--- src/rtl/core/bis_pkg.sv ---
`timescale 1ns / 1ps
`default_nettype none

package bis_pkg;

	localparam int TABLE_DEPTH = 256;
	localparam int IDX_W = $clog2(TABLE_DEPTH);
	localparam int CFG_W = 9;
	localparam int VAL_W = 32;
	localparam int GUESS_W = 16;

	localparam logic REQ_WRITE = 1'b0;
	localparam logic REQ_SEARCH = 1'b1;

	typedef struct packed {
		logic req_type;
		logic [7:0] entry_index;
		logic signed [31:0] entry_value;
		logic signed [31:0] target;
		logic [15:0] start_guess;
	} in_word_t;

	typedef struct packed {
		logic found;
		logic [7:0] bin_index;
	} out_word_t;

	typedef enum logic [2:0] {
		ST_IDLE,
		ST_RD,
		ST_EV,
		ST_RDL,
		ST_CHK,
		ST_DONE
	} bis_state_t;

	typedef struct packed {
		logic write;
		logic start;
		logic eval;
		logic rd_last;
		logic check;
		logic load_out;
	} ctrl_cmd_t;

	typedef struct packed {
		logic single;
		logic hit;
		logic last_iter;
		logic out_busy;
	} dp_status_t;

endpackage

`default_nettype wire

--- src/rtl/core/bis_ctrl.sv ---
`timescale 1ns / 1ps
`default_nettype none

module bis_ctrl import bis_pkg::*; (
	input  wire logic       clk,
	input  wire logic       arst_n,
	input  wire logic       in_valid,
	input  wire logic       req_type,
	output logic            in_stall,
	input  wire dp_status_t status,
	output ctrl_cmd_t       cmd
);

	bis_state_t state_q, state_d;

	always_ff @(posedge clk or negedge arst_n) begin
		if (!arst_n) begin
			state_q <= ST_IDLE;
		end else begin
			state_q <= state_d;
		end
	end

	always_comb begin
		state_d = state_q;
		cmd = '0;
		in_stall = 1'b1;
		unique case (state_q)
			ST_IDLE: begin
				in_stall = 1'b0;
				if (in_valid) begin
					if (req_type == REQ_WRITE) begin
						cmd.write = 1'b1;
					end else begin
						cmd.start = 1'b1;
						state_d = status.single ? ST_RDL : ST_RD;
					end
				end
			end
			ST_RD: begin
				state_d = ST_EV;
			end
			ST_EV: begin
				cmd.eval = 1'b1;
				if (status.hit) begin
					state_d = ST_DONE;
				end else if (status.last_iter) begin
					state_d = ST_RDL;
				end else begin
					state_d = ST_RD;
				end
			end
			ST_RDL: begin
				cmd.rd_last = 1'b1;
				state_d = ST_CHK;
			end
			ST_CHK: begin
				cmd.check = 1'b1;
				state_d = ST_DONE;
			end
			ST_DONE: begin
				if (!status.out_busy) begin
					cmd.load_out = 1'b1;
					state_d = ST_IDLE;
				end
			end
			default: begin
				state_d = ST_IDLE;
			end
		endcase
	end

endmodule

`default_nettype wire

--- config.mk ---
export PLATFORM = sky130hd
export DESIGN_NAME = bis_ctrl
export DESIGN_NICKNAME = d
export VERILOG_FILES = /design/src/rtl/core/bis_pkg.sv /design/src/rtl/core/bis_ctrl.sv
export SDC_FILE = /design/constraint.sdc
export NUM_CORES = 1
export LEC_CHECK = 0
export BUFFER_PORTS_ARGS = -buffer_cell sky130_fd_sc_hd__clkbuf_2
export CAP_MARGIN = 20
export CORE_AREA = 10 10 47 49
export DETAILED_ROUTE_END_ITERATION = 6
export DIE_AREA = 0 0 57 59
export SLEW_MARGIN = 40
export SYNTH_ARGS = -nofsm -noshare
export SYNTH_HDL_FRONTEND = slang
export SYNTH_SLANG_ARGS = --single-unit
--- constraint.sdc ---
create_clock -name clk -period 2.1 [get_ports clk]
set_input_delay 0.21 -clock clk [delete_from_list [all_inputs] [get_ports clk]]
set_output_delay 0.21 -clock clk [all_outputs]
set_load 0.02 [all_outputs]
==> flow_metrics.tcl <==
set metrics [dict create \
    ys_ff_latch 3 \
    routed_wl_um 643 \
    drive_gt1_share_pct 47.6 \
    cts_tree "done" \
    layout_commonest_cell "clkbuf_2" \
    total_power_mw 0.472 \
    nFillCells 169 \
    worst-path-stages 3 \
    yosysUniqueCellTypes 17 \
    max_stage_delay_ns 0.44 \
    via_count 249 \
    first_global_vias 278 \
    ys_warn_count 0 \
    cp.arrival_ns 1.45 \
    rows 14 \
    post-place-ws_ns 0.684 \
    htreeDepth 1 \
    die_y_um 59 \
    area_growth_pct 52.9 \
    root_buffer "clkbuf_4" \
    timing.final.ws_setup_ns 0.445 \
    highest_layer "met4" \
    drtIter0Drc 3 \
    portBuffers 14 \
    holdPathStages 3 \
    antenna_cells 0 \
    yosysTopAreaCellShare_pct 34.5 \
    cp_slowest_cell "dfrtp_1" \
    power_leakage_nw 0.159 \
    final_cell_mix "clkbuf_2 (14), nor2_1 (5), clkbuf_4 (3), dfrtp_1 (3), nand2_1 (2)" \
    cts_resized 0 \
    track_usage_pct 4.62 \
    wl_per_cell_um 11.1 \
    wl_met1_um 275 \
    timing.final.crit_share_pct 78.8 \
    end_kind "primary output" \
    path_buf_inv 1 \
    syn_avg_cell_area_um2 9.07 \
    grt_max_degree 10 \
    holdWs_ns 0.257 \
    finalCriticalPeriod_ns 1.66 \
    largest_reg_flops 3 \
    drtAntennaViolNets 0 \
    tightest_slew_ns 0.268 \
    relSlewSlack_pct 81.9 \
    setup_viol 0 \
    firstDrtPassIters 4 \
    reg_top3 "state_q: 3 flops" \
    antenna_found_initial 0 \
    wl_met3_um 34 \
    clock_path_buffers 2 \
    cp.required_ns 1.89 \
    crit_family "simple AND/OR/NAND/NOR gates" \
    netlist_top_cells_area "dfrtp_1 (34%), nor2_1 (8.6%), a2111oi_2 (6.9%), nor3b_2 (5.7%), buf_6 (5.2%)" \
    dieArea_um2 3360 \
    path_cells "or3_4, nor3b_2, clkbuf_2" \
    boundaryPins 15 \
    postCtsSetupBuffers 0 \
    timing.setup.tns_ns 0 \
    via_per_inst 4.29 \
    rsz0062_at_grt "no" \
    syn-num-nets 32 \
    path_max_fanout 7 \
    slew_violations 0 \
    grt_pass1_wl_mm 1.11 \
    cts_made_buffers 3 \
    cts.reportedPaths.clkPinSlew_ns 0.04 \
    powerDensity_nw_per_um2 1420 \
    grt_overflow 0 \
    place_congestion 0.694 \
    skew_ns 0.000377 \
    cts_sinks 3 \
    hold_viol_final 0 \
    synth_area_um2 218 \
    dp_hpwl_um 534 \
    top_register "state_q" \
    reg2regPathDepth 3 \
    final_nets 51 \
    clock.fmax_ghz 0.604 \
    ir_drop_mv 0.378 \
    worstSetupPathType "flip-flop to primary output" \
    status "finished, final reports clean" \
    clock_latency_ns 0.23 \
    die_w_um 57 \
    startpoint_type "flip-flop" \
    hold_class "input port to flip-flop" \
    core_um2 1400 \
    syn_inst 24 \
    drc 0 \
    initial_core_util_pct 15.5 \
    maxCapViolations 0 \
    wl_met2_um 311 \
    synth_top_cell_by_area "dfrtp_1" \
    seq_area_frac_synth_pct 34.5 \
]
==> logic make-up after synthesis <==
logic type / after synthesis / share of synthesized area [%]
AOI/OAI and AO/OA: 6 / 23.0
buffers and inverters: 2 / 6.89
DFF: 3 / 34.5
and+or+nand+nor: 13 / 35.6
==> cell usage after synthesis <==
| master | instances |
|---|---|
| a21boi_1 | 1 |
| nor4b_1 | 1 |
| a2111oi_2 | 1 |
| a221oi_1 | 1 |
| o21ai_0 | 1 |
| nor3b_2 | 1 |
| o22ai_1 | 1 |
| or2b_1 | 1 |
| and2_1 | 1 |
| inv_1 | 1 |
| nand2_1 | 2 |
| dfrtp_1 | 3 |
| nor3_1 | 1 |
| or3_4 | 1 |
| nor2_1 | 5 |
| buf_6 | 1 |
| a211oi_1 | 1 |
==> power by group <==
part	switching [mW]	leakage [nW]	internal [mW]
Clock	0.0301	0.0150	0.0712
Sequential	0.0520	0.0377	0.0847
Combinational	0.130	0.106	0.105
Total	0.212	0.159	0.260
==> what timing repair did <==
action                                  CTS  global route
endpoints found under the setup margin    0             0
endpoints found under the hold margin     3             0
hold buffers                              1             0
==> worst paths after layout <==
kind | from | end | slack, ns
max in group asynchronous | arst_n | state_q[1]$_DFFE_PN0P_ | 1.67
max reg2reg | state_q[0]$_DFFE_PN0P_ | state_q[1]$_DFFE_PN0P_ | 0.96
max | state_q[0]$_DFFE_PN0P_ | cmd[5] | 0.44
min reg2reg | state_q[2]$_DFFE_PN0P_ | state_q[1]$_DFFE_PN0P_ | 0.58
min | status[0] | state_q[0]$_DFFE_PN0P_ | 0.26
min in group asynchronous | arst_n | state_q[2]$_DFFE_PN0P_ | 0.32
==> metal layers <==
| layer | GRT usage (%) | vias to the layer above |
|---|---|---|
| met1 | 4.15 | 115 |
| met5 | 0 | - |
| met3 | 2.36 | 2 |
| met2 | 5.74 | 10 |
| li1 | - | 122 |
| met4 | 8.05 | 0 |
==> tightest hold or removal path: cells and delay by family <==
kind                   cells  cell delay (ns)
AO/OA/AOI/OAI              1             0.06
buffers and inverters      1             0.09
AND/OR/NAND/NOR            1             0.07
==> area by class of cell <==
| cell class | count | area (um^2) | area share (%) |
|---|---|---|---|
| Multi-Input combinational cell | 19 | 128 | 38.3 |
| Timing Repair Buffer | 15 | 80.1 | 24.1 |
| Sequential cell | 3 | 75.1 | 22.6 |
| Clock buffer | 4 | 26.3 | 7.89 |
| Tap cell | 16 | 20.0 | 6.02 |
| Inverter | 1 | 3.75 | 1.13 |
==> per-stage QoR <==
step                area, um^2  cells  utilization, %
finish                     333     58            23.8
floorplan                  218     24               -
global placement           297     53            21.2
detailed placement         297     53            21.2
global route               333     58            23.8
CTS                        333     58            23.8
Note: power is estimated with default switching activity, not from simulation.
